[config.mk]
export PLATFORM = sky130hd
export DESIGN_NAME = rrrb_ptr_ctrl
export DESIGN_NICKNAME = d
export VERILOG_FILES = /design/src/rtl/rrrb_pkg.sv /design/src/rtl/rrrb_ptr_ctrl.sv
export SDC_FILE = /design/constraint.sdc
export NUM_CORES = 1
export LEC_CHECK = 0
export BUFFER_PORTS_ARGS = -buffer_cell sky130_fd_sc_hd__buf_2
export CAP_MARGIN = 20
export CORE_MARGIN = 3
export CORE_UTILIZATION = 53
export DETAILED_ROUTE_END_ITERATION = 10
export PLACE_DENSITY = 0.82
export SKIP_LAST_GASP = 1
export SYNTH_ARGS = -nofsm -noshare
export SYNTH_HDL_FRONTEND = slang
export SYNTH_SLANG_ARGS = --single-unit
[constraint.sdc]
create_clock -name i_clk -period 4.35 [get_ports i_clk]
set_input_delay 0 -clock i_clk [delete_from_list [all_inputs] [get_ports i_clk]]
set_output_delay 0 -clock i_clk [all_outputs]
set_load 0.02 [all_outputs]
[src/rtl/rrrb_pkg.sv]
`timescale 1ns / 1ps
// ----------------------------------------------------------------------------
// rrrb_pkg
// Shared constants, beat types and the slot-advance helper of the record ring buffer.
// ----------------------------------------------------------------------------
package rrrb_pkg;

    localparam int DEPTH     = 1024;
    localparam int WORD_BITS = 64;
    localparam int REC_W     = 32;
    localparam int SLOT_W    = $clog2(DEPTH);
    localparam int FILL_W    = $clog2(DEPTH + 1);
    localparam int ACT_W     = 3;

    typedef enum logic [ACT_W-1:0] {
        ACT_ADD    = 3'd0,
        ACT_POP    = 3'd1,
        ACT_MARK   = 3'd2,
        ACT_REWIND = 3'd3,
        ACT_NEWEST = 3'd4
    } t_action;

    typedef logic [SLOT_W-1:0] t_slot;

    typedef struct packed {
        logic [ACT_W-1:0]     action;
        logic [WORD_BITS-1:0] entry_data;
    } t_in_beat;

    typedef struct packed {
        logic                 has_entry;
        logic [WORD_BITS-1:0] entry_word;
        logic [REC_W-1:0]     entry_record;
        logic [FILL_W-1:0]    fill_level;
    } t_out_beat;

    // Memory command from pointer control to the store.
    typedef struct packed {
        logic                 wr_en;
        logic                 rd_en;
        t_slot                addr;
        logic [WORD_BITS-1:0] wr_word;
        logic [REC_W-1:0]     wr_record;
    } t_ram_cmd;

    // Result info known at accept time, carried alongside the read.
    typedef struct packed {
        logic              has_entry;
        logic [FILL_W-1:0] fill_level;
    } t_meta;

    function automatic t_slot slot_adv(input t_slot s);
        slot_adv = (s == SLOT_W'(DEPTH - 1)) ? '0 : s + 1'b1;
    endfunction

endpackage

[src/rtl/rrrb_ptr_ctrl.sv]
`timescale 1ns / 1ps
// ----------------------------------------------------------------------------
// rrrb_ptr_ctrl
// Slot pointers, fill count and record counter; issues store accesses.
// ----------------------------------------------------------------------------
module rrrb_ptr_ctrl
    import rrrb_pkg::*;
(
    input  logic     i_clk,
    input  logic     i_rst_n,
    input  logic     i_accept,
    input  t_in_beat i_beat,
    output t_ram_cmd o_cmd,
    output t_meta    o_meta
);

    t_slot             r_write, n_write;
    t_slot             r_read, n_read;
    t_slot             r_mark, n_mark;
    t_slot             r_newest, n_newest;
    logic [FILL_W-1:0] r_held, n_held;
    logic [REC_W-1:0]  r_rec, n_rec;

    logic [FILL_W-1:0] diff;
    logic [FILL_W:0]   sum;
    logic              wr, rd, hit;
    t_slot             addr;

    always_comb begin
        n_write  = r_write;
        n_read   = r_read;
        n_mark   = r_mark;
        n_newest = r_newest;
        n_held   = r_held;
        n_rec    = r_rec;
        wr       = 1'b0;
        rd       = 1'b0;
        hit      = 1'b0;
        addr     = r_read;
        diff     = FILL_W'(r_read) - FILL_W'(r_mark)
                 + ((r_read < r_mark) ? FILL_W'(DEPTH) : '0);
        sum      = {1'b0, r_held} + {1'b0, diff};
        case (i_beat.action)
            ACT_ADD: begin
                wr       = 1'b1;
                addr     = r_write;
                n_newest = r_write;
                n_write  = slot_adv(r_write);
                n_rec    = r_rec + 1'b1;
                if (r_held >= FILL_W'(DEPTH)) begin
                    // full: overwrite oldest
                    n_read = slot_adv(r_read);
                end else begin
                    n_held = r_held + 1'b1;
                end
            end
            ACT_POP: begin
                if (r_held != '0) begin
                    rd     = 1'b1;
                    hit    = 1'b1;
                    n_held = r_held - 1'b1;
                    n_read = slot_adv(r_read);
                end
            end
            ACT_MARK: begin
                n_mark = r_read;
            end
            ACT_REWIND: begin
                if (sum > (FILL_W + 1)'(DEPTH)) begin
                    n_held = FILL_W'(DEPTH);
                    n_read = slot_adv(r_mark);
                end else begin
                    n_held = sum[FILL_W-1:0];
                    n_read = r_mark;
                end
            end
            ACT_NEWEST: begin
                if (r_held != '0) begin
                    rd   = 1'b1;
                    hit  = 1'b1;
                    addr = r_newest;
                end
            end
            default: begin
            end
        endcase
    end

    always_ff @(posedge i_clk) begin
        if (!i_rst_n) begin
            r_write  <= '0;
            r_read   <= '0;
            r_mark   <= '0;
            r_newest <= '0;
            r_held   <= '0;
            r_rec    <= REC_W'(1);
        end else if (i_accept) begin
            r_write  <= n_write;
            r_read   <= n_read;
            r_mark   <= n_mark;
            r_newest <= n_newest;
            r_held   <= n_held;
            r_rec    <= n_rec;
        end
    end

    assign o_cmd.wr_en     = i_accept & wr;
    assign o_cmd.rd_en     = i_accept & rd;
    assign o_cmd.addr      = addr;
    assign o_cmd.wr_word   = i_beat.entry_data;
    assign o_cmd.wr_record = r_rec;

    assign o_meta.has_entry  = hit;
    assign o_meta.fill_level = n_held;

endmodule

* Word-level counts from Yosys, hierarchy flattened
Cells that the tools add are included.
** Storage, ports and cells
- Output and inout port bits :: 120
- Word-level logic and storage cells :: 53
- Register bits after elaboration :: 83
- Bits of input ports :: 70
** Cells by class
- Add/sub/neg operators :: 9
- Multiplexer cells :: 17
- Bitwise operators :: 2
- Eq/ne operators :: 9
- Reduce and logical (&&, ||, !) cells :: 7
- $lt $le $gt $ge :: 3
** Operators by type and width (count)
- $mux 10 :: 7
- $mux 11 :: 4
- $pmux 11 s3 :: 1
- $add 32x1->32 const B :: 1
- $add 10x1->10 const B :: 3
- $eq 10x10->1 const B :: 3
- $pmux 10 s3 :: 1
- $pmux 10 s2 :: 1
- $add 11x11->12 :: 1
- $gt 12x11->1 const B :: 1
- $add 11x1->11 const B :: 1
- $add 11x11->11 :: 1
- $ge 11x11->1 const B :: 1
- $reduce_bool 11->1 :: 1
- $sub 10x10->11 :: 1
- $sub 11x1->11 const B :: 1
- $lt 10x10->1 :: 1
- $eq 3x2->1 const B :: 2
- $ne 2x2->1 const B :: 2
- $reduce_and 2->1 :: 2
- $reduce_and 4->1 :: 1
- $eq 3x1->1 const B :: 1
- $eq 3x3->1 const B :: 1
- $logic_not 3->1 :: 1
- other kinds (4) :: 7

* Logic depth before layout (Yosys ltp)
Gate-level depths: netlist of the first run.
- Word-level depth :: 7
- Depth in mapped cells :: 22
- Gate-level depth less buffers :: 21

* Worst setup path after synthesis of the first run
Ideal clock, no wire load.
- Kind :: register to register
- Start :: reg r_mark[0]
- End :: reg r_held[1]
- Buffers on the path :: 0
- Setup slack :: 0.221 ns
- Period minus slack after synthesis :: 4.129 ns
- Setup time :: 0.058 ns
- Data required time :: 4.292 ns
- Arrival time :: 4.070 ns
- Cell stages (with the launch flop) :: 21
- Cell sequence :: dfxtp_1 -> ha_1 -> inv_1 -> fa_1 -> nand2_1 -> nand2_1 -> a21oi_1 -> o21ai_0 -> a21oi_1 -> o21bai_1 -> a21oi_1 -> xnor2_1 -> ha_1 -> a21oi_1 -> nand3_1 -> o31ai_1 -> xor2_1 -> and3_1 -> a21oi_2 -> o221ai_1 -> o21ba_2
** RTL lines
- start: declaration :: RTL line rrrb_ptr_ctrl.sv:19 : t_slot r_mark, n_mark;
- start signal: assignment :: RTL line rrrb_ptr_ctrl.sv:100 : r_mark <= n_mark;
- end signal: assignment :: RTL line rrrb_ptr_ctrl.sv:102 : r_held <= n_held;
- end: declaration :: RTL line rrrb_ptr_ctrl.sv:21 : logic [FILL_W-1:0] r_held, n_held;

==> results of run 1 <==
-- where the power goes --
| part | leakage (nW) | total (mW) | switching (mW) | internal [mW] |
|---|---|---|---|---|
| Sequential | 0.672 | 0.798 | 0.0277 | 0.770 |
| Combinational | 1.96 | 0.508 | 0.316 | 0.192 |
| Clock | 0.136 | 0.757 | 0.359 | 0.398 |
-- routing by layer --
metal / routed length (um) / GRT usage / vias up
met5: 0 / 0 / -
met4: 525 / 0.0974 / 0
met3: 1270 / 0.0454 / 50
met2: 7890 / 0.386 / 284
met1: 7170 / 0.307 / 2862
li1: - / - / 2921
-- registers in the layout, indices dropped and copies added, names as in the netlist --
name / count
r_rec: 32
r_held: 11
r_mark: 10
r_newest: 10
r_read: 10
r_write: 10
-- synthesized netlist by cell type (all sizes together) (3+ instances only) --
cell / instances
o22ai: 13
nor2: 64
o21ai: 52
o211ai: 3
nand2b: 5
inv: 31
ha: 27
nand3: 38
o31ai: 5
or3: 7
a221oi: 3
nor2b: 8
xnor2: 39
o221ai: 7
a21boi: 29
dfxtp: 83
nand4: 9
nor4: 3
or2: 4
a32o: 3
xor2: 18
nand2: 103
and2: 35
nor3: 28
a211oi: 7
buf: 74
and3: 14
a21oi: 51
and4: 4
a21o: 9
o21a: 8
clkbuf: 30
a31oi: 8
o21ba: 3
-- worst max-delay path: stages, from the launching register on --
cell      delay [ns]
dfxtp_1         0.35
inv_1           0.10
ha_1            0.28
nor2b_1         0.13
o21ai_1         0.17
a21boi_1        0.13
o21ai_2         0.19
nand2_1         0.10
xor2_1          0.16
ha_1            0.30
or4_1           0.56
o22ai_2         0.16
xnor2_1         0.20
and4b_2         0.31
a21o_4          0.26
a32o_2          0.28
a21o_1          0.16
buf_6           0.13
-- layout make-up --
| cell class | count | share of cell area |
|---|---|---|
| Multi-Input combinational cell | 637 | 0.605 |
| Tap cell | 143 | 0.0260 |
| Sequential cell | 83 | 0.242 |
| Inverter | 31 | 0.0169 |
| Timing Repair Buffer | 82 | 0.0684 |
| Clock buffer | 9 | 0.0327 |
| Clock inverter | 7 | 0.00871 |
-- logic make-up (layout without fill, tap and decap cells) --
group                    count (synthesis)  count (layout)  synth area share
multiplexers                             1               1           0.00157
AND/OR/NAND/NOR                        330             330             0.255
buffers and inverters                  135             129             0.120
other                                    1               1          0.000586
XOR/XNOR                                57              57            0.0781
flip-flops                              83              83             0.260
AO/OA/AOI/OAI                          219             219             0.227
adder cells (fa/ha/maj)                 29              29            0.0591
-- worst max path at each step --
stage,from,to,slack (ns),cells after the start
after global placement,r_mark[0],r_held[6],0.12,20
after detailed placement,r_mark[0],r_held[6],-0.005,20
final,r_mark[1],o_meta[6],0.03,17
after floorplan,r_mark[0],r_held[1],0.22,20
after global routing,r_mark[1],o_meta[6],-0.18,19
after CTS,r_mark[0],o_meta[6],0.02,21
-- metrics by stage --
stage / worst slack (ns) / util / cells / setup TNS (ns) / power (mW)
6_report: 0.0275 / 0.593 / 992 / 0 / 2.06
5_1_grt: -0.181 / 0.593 / 992 / -1.12 / 2.14
4_1_cts: 0.0245 / 0.574 / 987 / 0 / 2.00
3_5_place_dp: -0.00458 / 0.544 / 966 / -0.00677 / 1.24
3_3_place_gp: 0.123 / 0.544 / 966 / 0 / 1.23
2_1_floorplan: 0.221 / - / 855 / 0 / 1.21
-- what timing repair did --
item,4_1_cts,5_1_grt
setup endpoints to repair,14,24
buffers inserted,4,4
resized for setup,13,45
endpoints found under the hold margin,3,0
pin swaps,7,22
hold buffers,1,0
==> impl_metrics.tcl, run 1 <==
set metrics [dict create \
    status "finished clean" \
    reg2reg_depth 17 \
    drc 0 \
    layout_commonest_cell "nand2_1" \
    r2r_start "r_mark[1]" \
    cts_sinks 83 \
    slew_headroom 0.423 \
    gp_congestion 0.964 \
    worstSetupEndpointType "primary output" \
    ys_seq_elements 83 \
    grt_remaining_overflow 0 \
    placed_area_mm2 0.00631 \
    hold-path-endpoint "o_cmd[64]" \
    cts.htree.levels 3 \
    ant_nets 0 \
    yosysWarnings 0 \
    dieArea_mm2 0.0134 \
    antenna_found_initial 0 \
    num-nets-final 943 \
    hold_path_class "primary input to primary output" \
    p_leak_nw 2.76 \
    syn_inst 855 \
    hold_slack_ns 0.00000777 \
    worstPathMaxFanout 7 \
    maxCapViolCount 0 \
    synth.avg_cell_area_um2 7.48 \
    layout-drive-gt1-share 0.183 \
    rrSetupSlack_ns 0.14 \
    syn-num-nets 954 \
    cellPowerDensity_mw_per_mm2 299 \
    fin_skew_ns 0.0138 \
    async_flop_share 0 \
    fmax_mhz 231 \
    io_pins 190 \
    grt_pass1_wl_um 25900 \
    drt_iter0_drc 710 \
    setup_viol 0 \
    dr_total_vias 6117 \
    peakVddDrop_v 0.000157 \
    final_cell_mix "nand2_1 (101), dfxtp_1 (81), nor2_1 (63), buf_2 (60), a21oi_1 (44)" \
    multi_input_area_mm2 0.00417 \
    syn_area_mm2 0.00639 \
    yosysTopAreaCell "dfxtp_1" \
    routed_via_density 6.17 \
    fill_cells 1009 \
    crit_required_ns 4.35 \
    grtUsageTotal 0.237 \
    synth_edf_count 0 \
    cts_root_buf "clkbuf_16" \
    post-dp-hpwl_um 11600 \
    synth_ff_type "dfxtp_1" \
    num_rows 39 \
    yosysSeqAreaShare 0.260 \
    routed_wl_um 16900 \
    path_class "flip-flop to primary output" \
    min_period_ns 4.32 \
    start_kind "flip-flop" \
    synth_cell_types 70 \
    grt_pass1_vias 5468 \
    crit_arrival_ns 4.32 \
    die_h_um 116 \
    grt_max_degree 51 \
    areaGrowthSynthToFinish_pct 7.77 \
    start_util 0.551 \
    worst_pin_slew_ns 0.865 \
    clockBufferDepth 2 \
    rsz0062_at_grt "yes" \
    cts_buffers 9 \
    io_buffers 61 \
    wire_per_inst_um 17.0 \
    synth_top_area_frac 0.260 \
    antenna-diode-count 0 \
    min_from "i_beat[32]" \
    cts_tree "built" \
    fp.dieW_um 116 \
    drt-pass1-iter-count 6 \
    insertion_delay_ns 0.35 \
    regArea_mm2 0.00167 \
    clkTransAtPathRegs_ns 0.07 \
    hold_path_depth 0 \
    hold_violations 0 \
    rr_endpoint "r_read[6]" \
    finalCritPeriodShare 0.994 \
    final_area_mm2 0.00689 \
    core_area_mm2 0.0116 \
    synth_area_leaders "dfxtp_1 (26%), buf_4 (7.7%), nand2_1 (6.0%)" \
    slew_viol_final 0 \
]
(Power assumes the default switching activity.)
==> run 2, diff against run 1 <==
RECOVER_POWER = 100   (was unset)
==> run 2 against run 1 <==
Core utilization shrank 0.73 points. Power decreased by 0.31%. Combinational power is 1% lower. Clock power about the same. Cell count did not move. Hold slack stayed put. Wire length fell by 0.50%. Critical path depth unchanged. Register-to-register slack barely moved.
==> impl_metrics.tcl, run 2 (same netlist as run 1, synthesis figures left out) <==
set metrics [dict create \
    routed_via_density 6.15 \
    fin_setup_tns_ns 0 \
    dieArea_mm2 0.0134 \
    routed_wl_um 16800 \
    path_cells "inv_1, ha_1, nor2b_1, o21ai_1, a21boi_1, o21ai_2, nand2_1, xor2_1, ha_1, or4_1, o22ai_2, xnor2_1, and4b_2, a21o_4, a32o_2, a21o_1, buf_6" \
    worst_path_largest_cell_delay_ns 0.55 \
    start_util 0.551 \
    design_power_total_mw 2.06 \
    reg_top3 "r_rec (32), r_held (11)" \
    clkTransAtPathRegs_ns 0.07 \
    dr_total_vias 6098 \
    largest_reg_flops 32 \
    finalCritPeriodShare 0.990 \
    slew_headroom 0.433 \
    io_pins 190 \
    final_cell_mix "nand2_1 (102), dfxtp_1 (81), nor2_1 (64), clkbuf_1 (46), a21oi_1 (44)" \
    ant_nets 0 \
    peakVddDrop_v 0.000157 \
    cp_common_cell "ha_1" \
    num_rows 39 \
    grt_pass1_vias 5468 \
    grt_remaining_overflow 0 \
    hold_violations 0 \
    drt_iter0_drc 736 \
    worst_pin_slew_ns 0.851 \
    cts_buffers 9 \
    status "finished clean" \
    final_area_mm2 0.00681 \
    grt_max_degree 51 \
    insertion_delay_ns 0.35 \
    cts_root_buf "clkbuf_16" \
    cts_tree "built" \
    grt_pass1_wl_um 25900 \
    rrSetupSlack_ns 0.14 \
    fill_cells 1043 \
    cts_sinks 83 \
    drc 0 \
    antenna-diode-count 0 \
    min_period_ns 4.31 \
    fin_skew_ns 0.0134 \
    areaGrowthSynthToFinish_pct 6.44 \
    die_h_um 116 \
    worstPathMaxFanout 7 \
    clockBufferDepth 2 \
    maxCapViolCount 0 \
    hold_slack_ns 0.00000777 \
    regArea_mm2 0.00167 \
    multi_input_area_mm2 0.00415 \
    num-nets-final 943 \
    cts.htree.levels 3 \
    wire_per_inst_um 16.9 \
    core_area_mm2 0.0116 \
    layout_commonest_cell "nand2_1" \
    worstSetupEndpointType "primary output" \
    start_kind "flip-flop" \
    critical-path-top-delay-family "compound AO/OA/AOI/OAI gates" \
    crit_arrival_ns 4.31 \
    setup_viol 0 \
    path_class "flip-flop to primary output" \
    crit_buf_inv 2 \
    fin_util 0.586 \
    crit_required_ns 4.35 \
    io_buffers 61 \
    fmax_mhz 232 \
    rsz0062_at_grt "yes" \
    cp_slowest_cell "or4_1" \
    gp_congestion 0.964 \
    hold_path_class "primary input to primary output" \
    cellPowerDensity_mw_per_mm2 302 \
    r2r_start "r_mark[1]" \
    largest-register "r_rec" \
    startpoint "r_mark[1]" \
    p_leak_nw 2.54 \
    post-dp-hpwl_um 11600 \
    slew_viol_final 0 \
    fp.dieW_um 116 \
    layout-drive-gt1-share 0.120 \
    min_from "i_beat[32]" \
    antenna_found_initial 0 \
    drt-pass1-iter-count 5 \
    grtUsageTotal 0.237 \
    placed_area_mm2 0.00631 \
]
## run 2: changes by cell type in the layout (fill, tap and decap cells not counted), sizes merged
| cell | previous run | this run |
|---|---|---|
| clkbuf | 9 | 55 |
| buf | 81 | 35 |
## run 2: where the power goes
| group | total, mW | internal (mW) | switching [mW] |
|---|---|---|---|
| clock network | 0.756 | 0.398 | 0.357 |
| logic | 0.503 | 0.189 | 0.314 |
| registers | 0.798 | 0.770 | 0.0278 |
| total | 2.06 | 1.36 | 0.699 |
## run 2: metrics by stage
step / std cells / worst slack (ns)
6_report: 992 / 0.0417
5_1_grt: 992 / -0.181
4_1_cts: 987 / 0.0245
3_5_place_dp: 966 / -0.00458
3_3_place_gp: 966 / 0.123
2_1_floorplan: 855 / 0.221
## run 2: layer usage
layer	GRT usage	part of all wire	up-vias
met4	0.0974	0.031	0
met3	0.0454	0.077	48
met2	0.386	0.47	288
met1	0.307	0.42	2843
li1	-	-	2919
met5	0	0	-
## run 2: path summary, 6_finish.rpt
path | cells after the start | end
setup / recovery | 17 | o_meta[6]
hold / removal | 0 | o_cmd[64]
setup reg to reg | 17 | r_read[6]
hold reg to reg | 2 | r_newest[9]
## run 2: what timing repair did
item,CTS,global route
resized for setup,13,45
pin swaps,7,22
setup endpoints to repair,14,24
cloned,0,0
hold buffers,1,0
buffers inserted,4,4
hold endpoints to repair,3,0
## run 2: area by class of cell
type	count	share of cell area
well taps	143	0.0263
repair buffers	82	0.0608
clock buffers	9	0.0331
inverters	31	0.0171
multi-input cells	637	0.609
clock inverters	7	0.00882
flip-flops and latches	83	0.245
## run 2: worst reg2reg max path: cells and delay by family (launching register included)
kind	cells	cell delay, ns
adders and majority gates	2	0.57
and+or+nand+nor	4	1.09
AOI/OAI and AO/OA	7	1.48
buffers and inverters	2	0.25
DFF	1	0.35
xor gates and xnor gates	2	0.36
